==> src/rtl/tmcw_pkg.sv <==
// Shared constants, codes and types of the text mode console writer.
`timescale 1ns / 1ps

package tmcw_pkg;

  // Screen geometry
  localparam int COLUMNS  = 80;
  localparam int ROWS     = 25;
  localparam int TOTAL    = COLUMNS * ROWS;
  localparam int CELL_W   = $clog2(TOTAL);
  localparam int COL_W    = $clog2(COLUMNS);
  localparam int ROW_W    = $clog2(ROWS);
  localparam int CURSOR_W = 11;

  // Command queue between front and back (depth must be a power of two)
  localparam int QDEPTH = 2;
  localparam int QPTR_W = $clog2(QDEPTH);

  // Character codes
  localparam logic [7:0] CHAR_NEWLINE = 8'h0A;
  localparam logic [7:0] CHAR_BS      = 8'h08;
  localparam logic [7:0] CHAR_ERR     = 8'h45;
  localparam logic [7:0] CHAR_SPACE   = 8'h20;

  // Register reset values
  localparam logic [7:0] DEFAULT_ATTR_RESET = 8'd15;
  localparam logic [7:0] ERROR_ATTR_RESET   = 8'd244;

  typedef enum logic {
    CFG_DEFAULT_ATTR = 1'b0,
    CFG_ERROR_ATTR   = 1'b1
  } cfg_reg_t;

  typedef enum logic [1:0] {
    KIND_PUT       = 2'd0,
    KIND_BACKSPACE = 2'd1,
    KIND_CLEAR     = 2'd2,
    KIND_READ      = 2'd3
  } kind_t;

  typedef enum logic [2:0] {
    OP_PUT,
    OP_NEWLINE,
    OP_PUT_ERR,
    OP_BACKSPACE,
    OP_CLEAR,
    OP_READ,
    OP_READ_ERR
  } op_t;

  typedef struct packed {
    op_t              op;
    logic             use_pos;
    logic [7:0]       char_code;
    logic [ROW_W-1:0] row;
    logic [COL_W-1:0] col;
  } cmd_t;

  typedef struct packed {
    logic [7:0]          read_char;
    logic [7:0]          read_attr;
    logic [CURSOR_W-1:0] cursor_cell;
    logic                range_error;
    logic                scrolled;
  } res_t;

  typedef enum logic [2:0] {
    BK_FILL,
    BK_IDLE,
    BK_EXEC,
    BK_READ,
    BK_SCROLL,
    BK_BLANK
  } bk_state_t;

endpackage

==> src/rtl/tmcw_if.sv <==
// Request and response channel interfaces of the console writer.
`timescale 1ns / 1ps

interface tmcw_in_if;
  logic       valid;
  logic       ready;
  logic [1:0] kind;
  logic [7:0] char_code;
  logic       use_position;
  logic [7:0] col;
  logic [7:0] row;

  modport source (output valid, kind, char_code, use_position, col, row, input ready);
  modport sink   (input valid, kind, char_code, use_position, col, row, output ready);
endinterface


==> src/rtl/tmcw_front.sv <==
// Front end: accepts requests, range-checks them and turns them into commands.
`timescale 1ns / 1ps

module tmcw_front (
  input  logic            clk,
  input  logic            rst,
  input  logic            hold,
  tmcw_in_if.sink         req,
  output logic            cmd_valid,
  output tmcw_pkg::cmd_t  cmd,
  input  logic            cmd_ready
);
  import tmcw_pkg::*;

  logic bad;
  cmd_t cmd_next;

  assign req.ready = !hold && (!cmd_valid || cmd_ready);

  always_comb begin
    bad = req.use_position && (({1'b0, req.col} >= 9'(COLUMNS)) ||
                               ({1'b0, req.row} >= 9'(ROWS)));
    cmd_next.use_pos   = req.use_position;
    cmd_next.char_code = req.char_code;
    cmd_next.row       = req.row[ROW_W-1:0];
    cmd_next.col       = req.col[COL_W-1:0];
    cmd_next.op        = OP_PUT;
    unique case (kind_t'(req.kind))
      KIND_PUT: begin
        if (bad) begin
          cmd_next.op = OP_PUT_ERR;
        end else if (req.char_code == CHAR_NEWLINE) begin
          cmd_next.op = OP_NEWLINE;
        end else begin
          cmd_next.op = OP_PUT;
        end
      end
      KIND_BACKSPACE: begin
        cmd_next.op        = OP_BACKSPACE;
        cmd_next.char_code = CHAR_BS;
      end
      KIND_CLEAR: cmd_next.op = OP_CLEAR;
      KIND_READ:  cmd_next.op = bad ? OP_READ_ERR : OP_READ;
      default:    cmd_next.op = OP_PUT;
    endcase
  end

  always_ff @(posedge clk) begin
    if (rst) begin
      cmd_valid <= 1'b0;
    end else if (req.ready) begin
      cmd_valid <= req.valid;
    end else if (cmd_ready) begin
      // held command drains into the queue while input is held off
      cmd_valid <= 1'b0;
    end
  end

  always_ff @(posedge clk) begin
    if (req.valid && req.ready) begin
      cmd <= cmd_next;
    end
  end

endmodule

==> src/flat_wrapper.sv <==
// flat-port wrapper written by rule: the top's interface ports become plain ports
module tmcw_front_flat import tmcw_pkg::*;
  (clk, rst, hold, cmd_valid, cmd, cmd_ready, req_valid, req_kind, req_char_code, req_use_position, req_col, req_row, req_ready);
  tmcw_in_if req_i ();
  input  logic clk;
  input  logic rst;
  input  logic hold;
  output logic cmd_valid;
  output tmcw_pkg::cmd_t cmd;
  input  logic cmd_ready;
  input wire logic [$bits(req_i.valid)-1:0] req_valid;
  input wire logic [$bits(req_i.kind)-1:0] req_kind;
  input wire logic [$bits(req_i.char_code)-1:0] req_char_code;
  input wire logic [$bits(req_i.use_position)-1:0] req_use_position;
  input wire logic [$bits(req_i.col)-1:0] req_col;
  input wire logic [$bits(req_i.row)-1:0] req_row;
  output wire logic [$bits(req_i.ready)-1:0] req_ready;
  assign req_i.valid = req_valid;
  assign req_i.kind = req_kind;
  assign req_i.char_code = req_char_code;
  assign req_i.use_position = req_use_position;
  assign req_i.col = req_col;
  assign req_i.row = req_row;
  assign req_ready = req_i.ready;
  tmcw_front u_core (.clk(clk), .rst(rst), .hold(hold), .req(req_i), .cmd_valid(cmd_valid), .cmd(cmd), .cmd_ready(cmd_ready));
endmodule
==> config.mk <==
export PLATFORM = sky130hd
export DESIGN_NAME = tmcw_front_flat
export DESIGN_NICKNAME = d
export VERILOG_FILES = /design/src/rtl/tmcw_pkg.sv /design/src/rtl/tmcw_if.sv /design/src/rtl/tmcw_front.sv /design/src/flat_wrapper.sv
export SDC_FILE = /design/constraint.sdc
export NUM_CORES = 1
export LEC_CHECK = 0
export BUFFER_PORTS_ARGS = -buffer_cell sky130_fd_sc_hd__buf_2
export CORE_UTILIZATION = 46
export CTS_BUF_LIST = sky130_fd_sc_hd__clkbuf_4 sky130_fd_sc_hd__clkbuf_8
export DETAILED_ROUTE_END_ITERATION = 10
export PLACE_DENSITY = 0.85
export SLEW_MARGIN = 15
export SYNTH_ARGS = -nofsm -noshare
export SYNTH_HDL_FRONTEND = slang
export SYNTH_SLANG_ARGS = --single-unit
==> constraint.sdc <==
create_clock -name clk -period 2.5 [get_ports clk]
set_input_delay 0.75 -clock clk [delete_from_list [all_inputs] [get_ports clk]]
set_output_delay 0.75 -clock clk [all_outputs]
set_load 0.03 [all_outputs]
Yosys cells after proc, flatten, opt, wreduce, memory -nomap -nowiden
Index checks and enable logic that the tools add are counted.

storage, ports and cells
  flip-flop bits (word level) = 25
  output and inout bits = 26
  input bits = 32
  logic and storage cells = 27

operators by class
  mux-type cells = 6
  $lt $le $gt $ge = 2
  reduce and logical (&&, ||, !) cells = 9
  equal/unequal tests = 4

operators by type and width
  kind                  count
  $pmux W3 S4           1
  $eq A8 B4 Y1 const B  1
  $ge A8 B5 Y1 const B  1
  $ge A8 B7 Y1 const B  1
  $eq A2 B2 Y1 const B  2
  $logic_and A1 B1 Y1   3
  $mux W1               3
  $mux W3               1
  $eq A2 B1 Y1 const B  1
  $logic_not A1 Y1      2
  $logic_not A2 Y1      1
  $logic_or A1 B1 Y1    2
  $mux W2               1
  $reduce_bool A2 Y1    1

Depth between registers and ports, before layout
  word-level depth = 5
  gate-level depth with buffers = 3
  depth with buffers taken out = 3

Worst setup path after synthesis
No wires, ideal clock.

  path type = input -> register
  start = input cmd_ready
  end = register, netlist name u_core.cmd[0]
  buffers on the path = 0
  required time = 2.117 ns
  path slack = 0.071 ns
  stages on the path = 3
  arrival = 2.046 ns
  library setup time = 0.383 ns
  path through = inv_1 -> a21oi_1 -> and2_1

between the ends
  cells in the longest elaborated chain, start to end = 3

ends and longest elaborated chain
  item                 RTL line            text
  start, declared      flat_wrapper.sv:10  input logic cmd_ready;
  $logic_or A1 B1 Y1   tmcw_front.sv:18    assign req.ready = !hold && (!cmd_valid || cmd_ready);
  $logic_and A1 B1 Y1  tmcw_front.sv:18
  net req_ready        flat_wrapper.sv:17  output wire logic [$bits(req_i.ready)-1:0] req_ready;
  $logic_and A1 B1 Y1  tmcw_front.sv:60    if (req.valid && req.ready) begin

The timed path passes the listed nets, and every way through them passes these cells.
A chain may end at the register's enable or synchronous reset.

Worst setup path in the final report
  start = input cmd_ready
  end = output req_ready

between the ends
  cells in the longest elaborated chain, start to end = 2

ends and longest elaborated chain
  item                 RTL line
  $logic_or A1 B1 Y1   tmcw_front.sv:18
  $logic_and A1 B1 Y1  tmcw_front.sv:18
  end, declared        flat_wrapper.sv:17

No other way between the ends.

==> flow_summary.yaml <==
logic_synthesis:
  synth_enable_flop_cells: 24
  synth_nets: 86
  yosysTopAreaCell: "edfxtp_1"
  netlist-cell-type-count: 18
  synthTopCellsByCount: "24 x edfxtp_1, 8 x and2_1, 4 x inv_1"
  syn_area_per_cell_um2: 17.3
  async_flop_share_pct: 0
  yosysMostFrequentCell: "edfxtp_1"
  syn_inst: 54
  synth_top_area_share_pct: 77.3
  yosys_warnings: 0
  synth-seq-cells: 25
  yosysSeqAreaShare_pct: 79.5
  ys.flop_type: "edfxtp_1"
  syn_area_um2: 932
  synth_area_leaders: "edfxtp_1 77%, and2_1 5.4%, nor4_4 2.3%, dfxtp_1 2.1%, o311ai_2 1.7%"
sta:
  slew_violations: 0
  fin_crit_ns: 1.99
  report.final.setup_viol: 0
  final.setup_skew_ns: 0.00446
  worst_pin_slew_ns: 0.311
  setup_ws_ns: 0.510
  relSlewSlack_pct: 79.0
  fin_setup_tns_ns: 0
  hold_viol: 0
  max_freq_mhz: 502
  finalCritPeriodShare_pct: 79.6
  rsz0062_at_grt: "no"
grt:
  grt_antenna_before_repair: 0
  grt_pass1_vias: 602
  grt_use_total_pct: 15.6
  overflow: 0
  grt_max_degree: 25
  grt_pass1_wl_um: 2290
route:
  vias: 671
  vias_per_cell: 4.79
  first_pass_iters: 4
  wl_um: 1550
  drt_iter0_markers: 12
  ant_nets: 0
  wire_per_inst_um: 11.1
  drc: 0
final_layout:
  antenna_cells: 0
  drive_gt1_share_pct: 56.5
  fill_cells: 134
  nets: 148
  synthToLayoutAreaGrowth_pct: 37.3
clock_tree:
  cts_resized: 0
  cts_buffers: 3
  clk-insertion-delay-late_ns: 0.30
  cts_setup_buffers: 0
  hold_buffers: 0
  clk_pin_slew_ns: 0.12
  clock_path_buffers: 2
  cts_sinks: 25
  cts_tree: "built"
  cts_max_level: 1
  cts_root_buf: "clkbuf_4"
setup_path:
  cpMostUsedCell: "buf_2"
  crit_arrival_ns: 1.24
  crit_path_end_kind: "output pin"
  cp.required_ns: 1.75
  cp_slowest_stage_delay_ns: 0.22
  cp-start-kind: "input port"
  worstPathMaxFanout: 2
  worst-setup-path-type: "in2out"
  cpMaxStageDelayCell: "buf_2"
  path_cells: "buf_2 -> inv_1 -> a21oi_1 -> buf_2"
flow_run:
  cap_viol_max_count: 0
die:
  ios: 58
  dieHeight_um: 47.0
  die_area_um2: 2210
  initial_core_util_pct: 51.2
  fp.dieW_um: 47.0
  core.rowCount: 15
  core_um2: 1820
power_and_ir_drop:
  p_leak_nw: 0.553
  power_density_nw_per_um2: 601
  worst_ir_drop_vdd_mv: 0.417
run_status:
  status: "finished, final reports clean"
place:
  dpl_worst_slack_ns: 0.515
  port_buffers: 57
  place_congestion: 0.679
min_path:
  min_path_type: "reg2reg"
-- path summary, 6_finish.rpt --
check	start	end	slack, ns	depth (start not counted)
max reg2reg	u_core.cmd_valid	u_core.cmd[11]	1.27	3
min reg2reg	u_core.cmd_valid	u_core.cmd_valid	0.58	2
min	u_core.cmd_valid	u_core.cmd_valid	0.58	2
max	cmd_ready	req_ready	0.51	4
-- critical path: cells and delay by family --
kind                   cells  cell delay [ns]
AOI/OAI and AO/OA          1             0.16
buffers and inverters      3             0.33
-- metal layers --
layer	wire length [um]	track usage (%)	share of wire (%)
met1	603	17.4	39
met2	791	26.1	51
met3	141	4.23	9.1
met4	12	10.3	0.77
met5	0	0	0
-- power breakdown --
group	switching, mW	internal, mW	total, mW
combinational	0.0735	0.0413	0.115
clock	0.109	0.0596	0.169
sequential	0.00387	0.481	0.485
total	0.187	0.582	0.769
-- state kept, by name, indices dropped and copies added, names as in the netlist --
register and flops:
u_core.cmd 24, u_core.cmd_valid 1
-- cell usage in the layout (no fill, tap or decap) --
cell	instances
nor4b_1	1
inv_1	4
nand2_1	1
dfxtp_1	1
maj3_2	1
o311ai_2	1
o21ai_0	1
clkbuf_4	3
buf_2	57
nor4_4	1
a41oi_1	1
nand3_1	1
and2_1	8
a31oi_1	2
edfxtp_1	24
nand2b_1	1
nor2_1	3
a22oi_1	1
buf_4	1
clkinv_2	1
a21oi_1	1
-- cell type report --
type | instances | area, um2 | share of cell area (%)
Clock buffer | 3 | 22.5 | 1.76
Clock inverter | 1 | 5.00 | 0.391
Inverter | 4 | 15.0 | 1.17
Multi-Input combinational cell | 24 | 173 | 13.5
Sequential cell | 25 | 741 | 57.9
Tap cell | 25 | 31.3 | 2.44
Timing Repair Buffer | 58 | 293 | 22.9
-- metrics by stage --
| step | utilization [%] | instance area, um2 | hold WS (ns) | cells | power [mW] |
|---|---|---|---|---|---|
| 2_1_floorplan | - | 932 | 0.684 | 54 | 0.560 |
| 3_3_place_gp | 68.8 | 1250 | 0.511 | 136 | 0.608 |
| 3_5_place_dp | 68.8 | 1250 | 0.563 | 136 | 0.611 |
| 4_1_cts | 70.3 | 1280 | 0.590 | 140 | 0.775 |
| 5_1_grt | 70.3 | 1280 | 0.574 | 140 | 0.798 |
| 6_report | 70.3 | 1280 | 0.585 | 140 | 0.769 |
-- cell families after synthesis --
family | synth area share [%]
DFF | 79.5
and+or+nand+nor | 11.4
AOI/OAI and AO/OA | 5.91
buffers and inverters | 2.01
adders and majority gates | 1.21
Note: power is estimated with default switching activity, not from simulation.
