### src/rtl/tmcw_pkg.sv
// Shared constants, codes and types of the text mode console writer.
`timescale 1ns / 1ps

package tmcw_pkg;

  // Screen geometry
  localparam int COLUMNS  = 80;
  localparam int ROWS     = 25;
  localparam int TOTAL    = COLUMNS * ROWS;
  localparam int CELL_W   = $clog2(TOTAL);
  localparam int COL_W    = $clog2(COLUMNS);
  localparam int ROW_W    = $clog2(ROWS);
  localparam int CURSOR_W = 11;

  // Command queue between front and back (depth must be a power of two)
  localparam int QDEPTH = 2;
  localparam int QPTR_W = $clog2(QDEPTH);

  // Character codes
  localparam logic [7:0] CHAR_NEWLINE = 8'h0A;
  localparam logic [7:0] CHAR_BS      = 8'h08;
  localparam logic [7:0] CHAR_ERR     = 8'h45;
  localparam logic [7:0] CHAR_SPACE   = 8'h20;

  // Register reset values
  localparam logic [7:0] DEFAULT_ATTR_RESET = 8'd15;
  localparam logic [7:0] ERROR_ATTR_RESET   = 8'd244;

  typedef enum logic {
    CFG_DEFAULT_ATTR = 1'b0,
    CFG_ERROR_ATTR   = 1'b1
  } cfg_reg_t;

  typedef enum logic [1:0] {
    KIND_PUT       = 2'd0,
    KIND_BACKSPACE = 2'd1,
    KIND_CLEAR     = 2'd2,
    KIND_READ      = 2'd3
  } kind_t;

  typedef enum logic [2:0] {
    OP_PUT,
    OP_NEWLINE,
    OP_PUT_ERR,
    OP_BACKSPACE,
    OP_CLEAR,
    OP_READ,
    OP_READ_ERR
  } op_t;

  typedef struct packed {
    op_t              op;
    logic             use_pos;
    logic [7:0]       char_code;
    logic [ROW_W-1:0] row;
    logic [COL_W-1:0] col;
  } cmd_t;

  typedef struct packed {
    logic [7:0]          read_char;
    logic [7:0]          read_attr;
    logic [CURSOR_W-1:0] cursor_cell;
    logic                range_error;
    logic                scrolled;
  } res_t;

  typedef enum logic [2:0] {
    BK_FILL,
    BK_IDLE,
    BK_EXEC,
    BK_READ,
    BK_SCROLL,
    BK_BLANK
  } bk_state_t;

endpackage

### src/rtl/tmcw_queue.sv
// Short command queue decoupling the front end from the screen engine.
`timescale 1ns / 1ps

module tmcw_queue (
  input  logic            clk,
  input  logic            rst,
  input  logic            push_valid,
  output logic            push_ready,
  input  tmcw_pkg::cmd_t  push_data,
  output logic            pop_valid,
  input  logic            pop_ready,
  output tmcw_pkg::cmd_t  pop_data
);
  import tmcw_pkg::*;

  cmd_t              entries [QDEPTH];
  logic [QPTR_W-1:0] wr_ptr;
  logic [QPTR_W-1:0] rd_ptr;
  logic [QPTR_W:0]   count;
  logic              push;
  logic              pop;

  assign push_ready = (count != (QPTR_W+1)'(QDEPTH));
  assign pop_valid  = (count != '0);
  assign pop_data   = entries[rd_ptr];
  assign push       = push_valid && push_ready;
  assign pop        = pop_valid && pop_ready;

  always_ff @(posedge clk) begin
    if (rst) begin
      wr_ptr <= '0;
      rd_ptr <= '0;
      count  <= '0;
    end else begin
      if (push) wr_ptr <= wr_ptr + 1'b1;
      if (pop)  rd_ptr <= rd_ptr + 1'b1;
      if (push && !pop) begin
        count <= count + 1'b1;
      end else if (pop && !push) begin
        count <= count - 1'b1;
      end
    end
  end

  always_ff @(posedge clk) begin
    if (push) begin
      entries[wr_ptr] <= push_data;
    end
  end

endmodule

### config.mk
export PLATFORM = sky130hd
export DESIGN_NAME = tmcw_queue
export DESIGN_NICKNAME = d
export VERILOG_FILES = /design/src/rtl/tmcw_pkg.sv /design/src/rtl/tmcw_queue.sv
export SDC_FILE = /design/constraint.sdc
export NUM_CORES = 1
export LEC_CHECK = 0
export BUFFER_PORTS_ARGS = -buffer_cell sky130_fd_sc_hd__clkbuf_2
export CAP_MARGIN = 25
export CORE_ASPECT_RATIO = 0.5
export CORE_MARGIN = 10
export CORE_UTILIZATION = 43
export CTS_CLUSTER_DIAMETER = 30
export DETAILED_ROUTE_END_ITERATION = 8
export PLACE_DENSITY = 0.74
export SLEW_MARGIN = 10
export SYNTH_ARGS = -nofsm -noshare
export SYNTH_HDL_FRONTEND = slang
export SYNTH_SLANG_ARGS = --single-unit
### constraint.sdc
create_clock -name clk -period 3.12 [get_ports clk]
set_input_delay 0.624 -clock clk [delete_from_list [all_inputs] [get_ports clk]]
set_output_delay 0.624 -clock clk [all_outputs]
set_load 0.05 [all_outputs]
; ---- Yosys cells after proc, flatten, opt, wreduce, memory -nomap -nowiden
; Memory sizes are Yosys's and may differ from the RTL's. A register that Yosys moved wholly into a read port is not among the register bits.
; Cells that the tools add are included.
[classes]
muxes = 6
reduce_logical = 8
eq_ne = 1
addsub = 4
[op_table]
columns = cell, count
row1 = logical AND 1 bit, 4
row2 = 2-to-1 mux 1 bit, 4
row3 = 2-to-1 mux 2 bit, 2
row4 = nonzero test 2 bit, 2
row5 = "adder 1 bit, second input constant", 2
row6 = "adder 2 x 1 -> 2 bit, second input constant", 1
row7 = logical NOT 1 bit, 2
row8 = "!= test 2 bit, second input constant", 1
row9 = "subtractor 2 x 1 -> 2 bit, second input constant", 1
[word_totals]
memories = 1
ramBits = 48
ff_bits = 4
[mem_list]
columns = memory, words, width, rd, rd_clocked_by_memory_dff, wr, line_no
row1 = entries, 2, 24, 1, 1, 1, tmcw_queue.sv:16  ; cmd_t entries [QDEPTH];

; ---- Depth between registers and ports, before layout
; Gate-level depths: netlist of run 1.
[logic_depth]
depth_word = 6
depth_mapped = 6
mapped_depth_nobuf = 6

; ---- Worst setup path before layout of run 1
; OpenSTA, ideal clock, no wires.
[synth_timing]
kind = register to register
start = register count[0]
end = memory entries[1][0] (netlist bit) (enable)
n_path_buf = 0
path_stages_with_launch = 3
path_slack_ns = 1.106
arrival_ns = 1.631
period_less_slack_ns = 2.014
setup_ns = 0.383
path_cell_list = dfxtp_1 nand2b_1 and3_1
[synth_between]
elab_chain_len = 4
[synth_lines]
columns = item, line_no
row1 = from (decl), tmcw_queue.sv:19  ; logic [QPTR_W:0] count;
row2 = from (signal assigned), tmcw_queue.sv:38  ; count <= count + 1'b1;
row3 = from (signal assigned), tmcw_queue.sv:40  ; count <= count - 1'b1;
row4 = != test 2 bit, tmcw_queue.sv:23  ; assign push_ready = (count != (QPTR_W+1)'(QDEPTH));
row5 = net push_ready, tmcw_queue.sv:8  ; output logic push_ready,
row6 = logical AND 1 bit, tmcw_queue.sv:26  ; assign push = push_valid && push_ready;
row7 = 2-to-1 mux 1 bit, tmcw_queue.sv:46  ; if (push) begin
row8 = 2-to-1 mux 1 bit (implied by the code), tmcw_queue.sv:47  ; entries[wr_ptr] <= push_data;
row9 = to (decl), tmcw_queue.sv:16
; The timed path passes the listed nets, and every way through them passes these cells.

==> results.sh, run 1 <==
export IMPL_outcome="completed"
export IMPL_final_nets=187
export IMPL_synth_cells=99
export IMPL_end_kind="primary output"
export IMPL_first_global_vias=1063
export IMPL_maxSlewViolCount=0
export IMPL_path_clk_slew_ns=0.10
export IMPL_wl_met1_um=1240
export IMPL_avgSynthCellArea_um2=19.7
export IMPL_clk_latency_ns=0.30
export IMPL_clockRootBuffer="clkbuf_8"
export IMPL_hold_class="input port to register"
export IMPL_cts_tree="done"
export IMPL_rsz0062_at_grt="false"
export IMPL_vias=989
export IMPL_relSlewSlack=0.378
export IMPL_cts_setup_buffers=0
export IMPL_leakage_nw=0.917
export IMPL_gr_usage_all_layers=0.0878
export IMPL_tns_ns=0
export IMPL_crit_path_max_fanout=24
export IMPL_wl_met3_um=140
export IMPL_fin_util=0.543
export IMPL_yosys_most_used_dff="edfxtp_1"
export IMPL_arrival_ns=1.54
export IMPL_synth_area_leaders="edfxtp_1 74%, mux2_2 14%, dfxtp_1 5.1%"
export IMPL_yosys_top_cells_count="48 x edfxtp_1, 24 x mux2_2, 5 x dfxtp_1"
export IMPL_synth_top_area_frac=0.739
export IMPL_diodes=0
export IMPL_finalCritPeriodShare=0.695
export IMPL_r2r_end="entries[0][3]"
export IMPL_synth_net_count=128
export IMPL_synth_edf_count=48
export IMPL_synth_largest_area_cell="edfxtp_1"
export IMPL_syn_area_mm2=0.00195
export IMPL_cts_hold_fix_buffers=0
export IMPL_r2r_start="count[0]"
export IMPL_cts_buffers=5
export IMPL_yosysUniqueCellTypes=17
export IMPL_hold_path_depth=1
export IMPL_worst_pin_slew_ns=0.933
export IMPL_fin_skew_ns=0.00788
export IMPL_crit_type="register to primary output"
export IMPL_ctsResizeCount=0
export IMPL_drc=0
export IMPL_row_count=17
export IMPL_finalHoldViolCount=0
export IMPL_async_flop_share=0
export IMPL_fmax_mhz=461
export IMPL_power_density_mw_per_mm2=893
export IMPL_max_cap_violations=0
export IMPL_grt_pass1_wl_um=5180
export IMPL_hp_start="push_data[23]"
export IMPL_hold_end="entries[1][23]"
export IMPL_gp_congestion=0.687
export IMPL_fp_dieH_um=67.6
export IMPL_first_iter_violations=24
export IMPL_fillerInstances=361
export IMPL_port_buffers=53
export IMPL_coreArea_mm2=0.00438
export IMPL_crit_path_start_kind="register"
export IMPL_grt_ovfl_total=0
export IMPL_finalSetupViolations=0
export IMPL_wl_met2_um=1900
export IMPL_rr_worst_depth=3
export IMPL_initial_core_util=0.445
export IMPL_die_width_um=115
export IMPL_post_synth_top_count_cell="edfxtp_1"
export IMPL_seq_area_frac_synth=0.791
export IMPL_cts_max_path_buffers=2
export IMPL_ir_drop_uv=360
export IMPL_htreeDepth=2
export IMPL_ys_ff_latch=53
export IMPL_ys_warn_count=0
export IMPL_ff2ff_setup_slack_ns=1.29
export IMPL_wirelength_um=3320
export IMPL_via_per_inst=4.58
export IMPL_cts_num_sinks=53
export IMPL_dr_max_layer_used="met4"
export IMPL_min_period_ns=2.17
export IMPL_place_hpwl_um=2440
export IMPL_dr_pass1_iters=4
export IMPL_antenna_left=0
export IMPL_wl_per_cell_um=15.4
export IMPL_ios=54
export IMPL_syn2layout_area_growth_pct=22.0
export IMPL_antenna_found_initial=0
export IMPL_grt_max_degree=25
export IMPL_design_die_area_mm2=0.00779
export IMPL_drive_gt1_frac=0.560
export IMPL_critical_path_required_ns=2.50
-- per-layer routing --
layer	global-route usage	vias to the layer above
met5	0	-
met4	0.0368	0
met3	0.0371	5
met2	0.162	17
met1	0.0871	469
li1	-	498
-- layout by cell type, fill, tap and decap left out, drive strengths merged --
cell,instances
nand2b,1
ha,1
and2,1
o21ai,2
nor2,3
dfxtp,5
a21bo,1
edfxtp,48
clkinv,3
or2,1
a21oi,2
and3,1
buf,2
clkbuf,58
or3,1
mux2,24
xor2,3
inv,1
nand3b,1
-- worst max-delay path by stage --
stage	to	slack (ns)	depth (start not counted)
finish	pop_data[11]	0.95	3
global route	pop_data[16]	0.87	3
CTS	pop_data[11]	0.92	3
detailed placement	entries[0][13]	1.15	3
global placement	entries[0][16]	1.19	3
floorplan	entries[1][0]	1.11	2
-- cell families after synthesis --
family,after synthesis,share of synthesized area
compound gates,5,0.0154
mux,24,0.139
fa+ha+maj,1,0.00642
xor+xnor,3,0.0135
simple gates,9,0.0257
buf+inv,4,0.00962
flops,53,0.791
-- sequential cells by signal, summed over array words and instances, names as in the netlist, named ones only --
| register | cells |
|---|---|
| count | 2 |
| entries | 48 |
| rd_ptr | 1 |
| wr_ptr | 1 |
-- stage by stage --
| stage | hold WS (ns) | instance area (um2) | total power [W] | setup WS [ns] | std cells |
|---|---|---|---|---|---|
| floorplan | 0.471 | 1950 | 0.00160 | 1.11 | 99 |
| global placement | 0.487 | 2290 | 0.00177 | 1.19 | 208 |
| detailed placement | 0.503 | 2290 | 0.00178 | 1.15 | 208 |
| CTS | 0.492 | 2380 | 0.00216 | 0.916 | 216 |
| global route | 0.479 | 2380 | 0.00223 | 0.873 | 216 |
| finish | 0.505 | 2380 | 0.00212 | 0.953 | 216 |
-- critical path: stages (launching register included) --
cell and delay [ns]:
dfxtp_1 0.31, buf_4 0.29, mux2_2 0.39, clkbuf_2 0.24
-- power breakdown --
part	internal (W)	leakage, nW	switching [W]
registers	0.000891	0.490	0.0000307
clock network	0.000159	0.0481	0.000216
logic	0.000232	0.379	0.000594
-- area by class of cell --
type,count,area [um2],area share
inverters,1,3.75,0.00158
flip-flops and latches,53,1540,0.648
clock buffers,5,68.8,0.0289
multi-input cells,42,389,0.164
clock inverters,3,22.5,0.00947
well taps,57,71.3,0.0300
repair buffers,55,280,0.118
Note: power is estimated with default switching activity, not from simulation.
==> inputs of run 2 (changes only) <==
--- a/config.mk
+++ b/config.mk
@@ -12,7 +12,7 @@
 export CORE_UTILIZATION = 43
 export CTS_CLUSTER_DIAMETER = 30
 export DETAILED_ROUTE_END_ITERATION = 8
-export PLACE_DENSITY = 0.74
+export PLACE_DENSITY = 0.76
 export SLEW_MARGIN = 10
 export SYNTH_ARGS = -nofsm -noshare
 export SYNTH_HDL_FRONTEND = slang
==> constraint.sdc (replaced) <==
create_clock -name clk -period 1.75 [get_ports clk]
set_input_delay 0.35 -clock clk [delete_from_list [all_inputs] [get_ports clk]]
set_output_delay 0.35 -clock clk [all_outputs]
set_load 0.05 [all_outputs]
==> run 2 against run 1 <==
Count of clock-buffer cells in the layout unchanged. Combinational power increased by 130%. Via count increased by 8.0%. Critical path type unchanged.
==> results.sh, run 2 (synthesized netlist as in run 1, its figures left out) <==
export IMPL_diodes=0
export IMPL_ir_drop_uv=764
export IMPL_hp_start="push_data[4]"
export IMPL_place_hpwl_um=2660
export IMPL_rsz0062_at_grt="true"
export IMPL_syn2layout_area_growth_pct=35.9
export IMPL_power_density_mw_per_mm2=1610
export IMPL_rr_worst_depth=5
export IMPL_cts_buffers=5
export IMPL_fmax_mhz=585
export IMPL_grt_pass1_wl_um=6140
export IMPL_design_die_area_mm2=0.00779
export IMPL_path_clk_slew_ns=0.10
export IMPL_antenna_found_initial=0
export IMPL_dr_pass1_iters=4
export IMPL_outcome="completed"
export IMPL_place_ws_ns=0.0960
export IMPL_row_count=17
export IMPL_end_kind="primary output"
export IMPL_finalWorstSetupSlack_ns=0.0403
export IMPL_r2r_end="count[1]"
export IMPL_fin_skew_ns=0.00691
export IMPL_hold_path_depth=1
export IMPL_ff2ff_setup_slack_ns=0.07
export IMPL_clk_latency_ns=0.31
export IMPL_arrival_ns=1.36
export IMPL_top_regs="entries: 48 flops, count: 2 flops"
export IMPL_r2r_start="count[0]"
export IMPL_gr_usage_all_layers=0.105
export IMPL_mostFrequentLayoutCells="48 x edfxtp_1, 29 x clkbuf_2, 23 x mux2_2"
export IMPL_grt_ovfl_total=0
export IMPL_antenna_left=0
export IMPL_finalHoldViolCount=0
export IMPL_postLayoutCellArea_mm2=0.00265
export IMPL_crit_type="register to primary output"
export IMPL_wl_per_cell_um=17.8
export IMPL_clockRootBuffer="clkbuf_8"
export IMPL_first_global_vias=1156
export IMPL_wirelength_um=3920
export IMPL_fp_dieH_um=67.6
export IMPL_drive_gt1_frac=0.595
export IMPL_die_width_um=115
export IMPL_gp_congestion=0.632
export IMPL_first_iter_violations=39
export IMPL_hold_end="entries[0][4]"
export IMPL_drc=0
export IMPL_critical_path_required_ns=1.40
export IMPL_mostFrequentLayoutCell="edfxtp_1"
export IMPL_htreeDepth=2
export IMPL_crit_path_max_fanout=12
export IMPL_cts_tree="done"
export IMPL_via_per_inst=4.85
export IMPL_leakage_nw=1.00
export IMPL_largest_register_ffs=48
export IMPL_coreArea_mm2=0.00438
export IMPL_worst_pin_slew_ns=0.316
export IMPL_largest_register="entries"
export IMPL_max_cap_violations=0
export IMPL_finalSetupViolations=0
export IMPL_fillerInstances=314
export IMPL_ios=54
export IMPL_crit_path_start_kind="register"
export IMPL_relSlewSlack=0.789
export IMPL_grt_max_degree=25
export IMPL_port_buffers=53
export IMPL_vias=1068
export IMPL_maxSlewViolCount=0
export IMPL_place_area_mm2=0.00231
export IMPL_cts_num_sinks=53
export IMPL_initial_core_util=0.445
export IMPL_min_period_ns=1.71
export IMPL_hold_class="input port to register"
export IMPL_finalCritPeriodShare=0.977
export IMPL_cts_max_path_buffers=2
export IMPL_final_nets=191
==> run 2: cell types whose count changed in the layout (fill, tap and decap cells not counted), sizes merged <==
cell	change
clkinv	-2
buf	+19
clkinvlp	+3
clkbuf	-16
==> run 2: metrics by stage <==
| step | hold WS [ns] | total power (W) | TNS (ns) | utilization | cells |
|---|---|---|---|---|---|
| final | 0.227 | 0.00427 | 0 | 0.605 | 220 |
| after CTS | 0.227 | 0.00417 | 0 | 0.591 | 219 |
| after global routing | 0.200 | 0.00448 | -0.0422 | 0.605 | 220 |
| after floorplan | 0.419 | 0.00286 | 0 | - | 99 |
| after global placement | 0.493 | 0.00318 | 0 | 0.527 | 210 |
| after detailed placement | 0.499 | 0.00322 | 0 | 0.527 | 210 |
==> run 2: area by class of cell <==
type                            count  area [um2]  share of cell area
Sequential cell                    53        1550               0.583
Timing Repair Buffer               58         531               0.200
Multi-Input combinational cell     42         397               0.150
Tap cell                           57        71.3              0.0269
Clock buffer                        5        68.8              0.0260
Clock inverter                      3        21.3             0.00803
Inverter                            1        7.51             0.00283
Timing Repair inverter              1        7.51             0.00283
==> run 2: worst max-delay path, cell delays in order, from the launching register on <==
cell	delay (ns)
dfxtp_4	0.39
buf_12	0.14
mux2_2	0.34
clkbuf_8	0.18
==> run 2: worst max path at each step <==
stage,to,cells after the start,from
floorplan,count[1],5,count[0]
global placement,entries[0][11],3,count[0]
detailed placement,entries[0][23],3,count[0]
CTS,pop_data[8],3,register
global route,pop_data[12],3,register
finish,pop_data[7],3,register
==> run 2: timing repair <==
action                     CTS  global route
setup endpoints to repair   24            48
setup buffers                0             0
hold buffers                 0             0
gates cloned                 1             1
resized for setup           47            27
==> run 2: metal layers <==
metal  vias to the layer above  GRT usage  share of wire
met4                         0     0.0506          0.012
met3                         5     0.0363          0.069
met5                         -          0              0
met1                       525      0.109           0.37
li1                        505          -              -
met2                        33      0.189           0.55
==> run 2: report_power, final <==
part | switching, W | total (W) | internal (W)
sequential | 0.0000784 | 0.00167 | 0.00159
clock | 0.000399 | 0.000683 | 0.000284
combinational | 0.00115 | 0.00192 | 0.000771
total | 0.00162 | 0.00427 | 0.00265
==> inputs of run 3 (changes only) <==
==> constraint.sdc (replaced) <==
create_clock -name clk -period 1.5 [get_ports clk]
set_input_delay 0.3 -clock clk [delete_from_list [all_inputs] [get_ports clk]]
set_output_delay 0.3 -clock clk [all_outputs]
set_load 0.05 [all_outputs]
==> run 3 against run 2 <==
The run now ends with negative setup slack left. Via count up 0.94%. Register-to-register slack worse by 0.07 ns. Setup slack worse by 0.22 ns. Non-clock buffer count up 6. Utilization up 6.3 points. Routed wire length up 3.2%. Critical path depth unchanged. Largest power group unchanged.
==> results.sh, run 3 (synthesized netlist as in run 1, its figures left out) <==
export IMPL_antenna_found_initial=0
export IMPL_vias=1078
export IMPL_holdWs_ns=0.185
export IMPL_path_clk_slew_ns=0.09
export IMPL_critPathBufInv=2
export IMPL_grt_ovfl_total=0
export IMPL_clk_latency_ns=0.30
export IMPL_arrival_ns=1.38
export IMPL_first_global_vias=1180
export IMPL_finalSetupViolations=24
export IMPL_initial_core_util=0.445
export IMPL_leakage_nw=1.15
export IMPL_max_stage_delay_ns=0.44
export IMPL_place_hpwl_um=2410
export IMPL_crit_path_max_fanout=6
export IMPL_min_period_ns=1.68
export IMPL_first_iter_violations=36
export IMPL_worstPathCellList="clkbuf_16 -> mux2_4 -> buf_8"
export IMPL_violations="negative setup slack"
export IMPL_outcome="finished with violations"
export IMPL_drc=0
export IMPL_finalNonFillerCells=225
export IMPL_cts_tree="done"
export IMPL_clockRootBuffer="clkbuf_8"
export IMPL_mostFrequentLayoutCells="48 x edfxtp_1, 27 x clkbuf_2, 24 x mux2_4, 24 x buf_8, 6 x buf_4"
export IMPL_cts_num_sinks=53
export IMPL_power_density_mw_per_mm2=1900
export IMPL_drive_gt1_frac=0.643
export IMPL_fin_skew_ns=0.00778
export IMPL_grt_max_degree=25
export IMPL_gp_congestion=0.683
export IMPL_wirelength_um=4040
export IMPL_mostFrequentLayoutCell="edfxtp_1"
export IMPL_relSlewSlack=0.841
export IMPL_rsz0062_at_grt="true"
export IMPL_dr_pass1_iters=4
export IMPL_hold_class="input port to register"
export IMPL_ir_drop_uv=1120
export IMPL_critical_path_required_ns=1.20
export IMPL_final_nets=196
export IMPL_largest_register="entries"
export IMPL_cts_buffers=5
export IMPL_die_width_um=115
export IMPL_placed_cells=210
export IMPL_multi_input_area_um2=519
export IMPL_port_buffers=53
export IMPL_htreeDepth=2
export IMPL_critPathSlowestCell="dfxtp_4"
export IMPL_wl_per_cell_um=18.0
export IMPL_cts_max_path_buffers=2
export IMPL_syn2layout_area_growth_pct=50.1
export IMPL_seqCellArea_mm2=0.00155
export IMPL_fp_dieH_um=67.6
export IMPL_crit_path_start_kind="register"
export IMPL_coreArea_mm2=0.00438
export IMPL_max_cap_violations=0
export IMPL_finalHoldViolCount=0
export IMPL_worst_pin_slew_ns=0.235
export IMPL_gr_usage_all_layers=0.101
export IMPL_finalCritPeriodShare=1.12
export IMPL_largest_register_ffs=48
export IMPL_maxSlewViolCount=0
export IMPL_row_count=17
export IMPL_antenna_left=0
export IMPL_via_per_inst=4.79
export IMPL_fillerInstances=301
export IMPL_diodes=0
export IMPL_ios=54
export IMPL_cp_top_family="flip-flops"
export IMPL_fmax_mhz=596
export IMPL_finalWorstSetupSlack_ns=-0.178
export IMPL_grt_pass1_wl_um=5940
export IMPL_place_ws_ns=0.00275
export IMPL_cts_hold_fix_buffers=0
export IMPL_top_regs="entries: 48 flops, count: 2 flops"
export IMPL_end_kind="primary output"
export IMPL_tns_ns=-3.76
export IMPL_crit_type="register to primary output"
export IMPL_design_die_area_mm2=0.00779
[run 3: cell count changes in the layout (fill, tap and decap cells not counted), sizes merged]
cell | before | now
buf | 21 | 35
clkbuf | 42 | 34
clkinv | 1 | 3
clkinvlp | 3 | 1
inv | 1 | 0
[run 3: metal layers]
layer,wire length [um],track usage,vias to the layer above,part of all wire
met5,0,0,-,0
met4,43,0.0460,0,0.011
met3,144,0.0318,5,0.036
met2,2320,0.183,19,0.57
met1,1530,0.107,539,0.38
li1,-,-,515,-
[run 3: cell type report]
cell class,count,area share
Inverter,1,0.00257
Multi-Input combinational cell,42,0.177
Clock buffer,5,0.0235
Sequential cell,53,0.531
Clock inverter,3,0.00599
Timing Repair Buffer,64,0.236
Tap cell,57,0.0244
[run 3: final timing paths]
check,slack (ns),end,from,depth (start not counted)
max,-0.18,pop_data[20],register,3
min,0.18,entries[0][23],push_data[23],1
max reg2reg,0,count[1],count[0],6
min reg2reg,0.52,rd_ptr,rd_ptr,2
[run 3: stage by stage]
stage                     instance area [um2]  total power [W]   util
final                                    2930          0.00555  0.668
after global routing                     2930          0.00580  0.668
after CTS                                2700          0.00504  0.616
after detailed placement                 2370          0.00385  0.540
after global placement                   2370          0.00382  0.540
after floorplan                          1980          0.00338      -
[run 3: report_power, final]
part	switching, W	internal (W)
registers	0.000113	0.00187
clock network	0.000431	0.000323
logic	0.00146	0.00136
total	0.00200	0.00355
[run 3: worst register-to-register path, delay by kind of cell, from the launching register on]
kind / cells / cell delay [ns]
AO/OA/AOI/OAI: 1 / 0.12
XOR/XNOR: 1 / 0.14
adder cells (fa/ha/maj): 1 / 0.15
flip-flops: 1 / 0.36
AND/OR/NAND/NOR: 3 / 0.66
[run 3: timing repair]
| item | CTS | global route |
|---|---|---|
| buffers inserted | 0 | 4 |
| resized for setup | 53 | 56 |
| pin swaps | 0 | 3 |
| gates cloned | 1 | 2 |
| setup endpoints to repair | 26 | 26 |
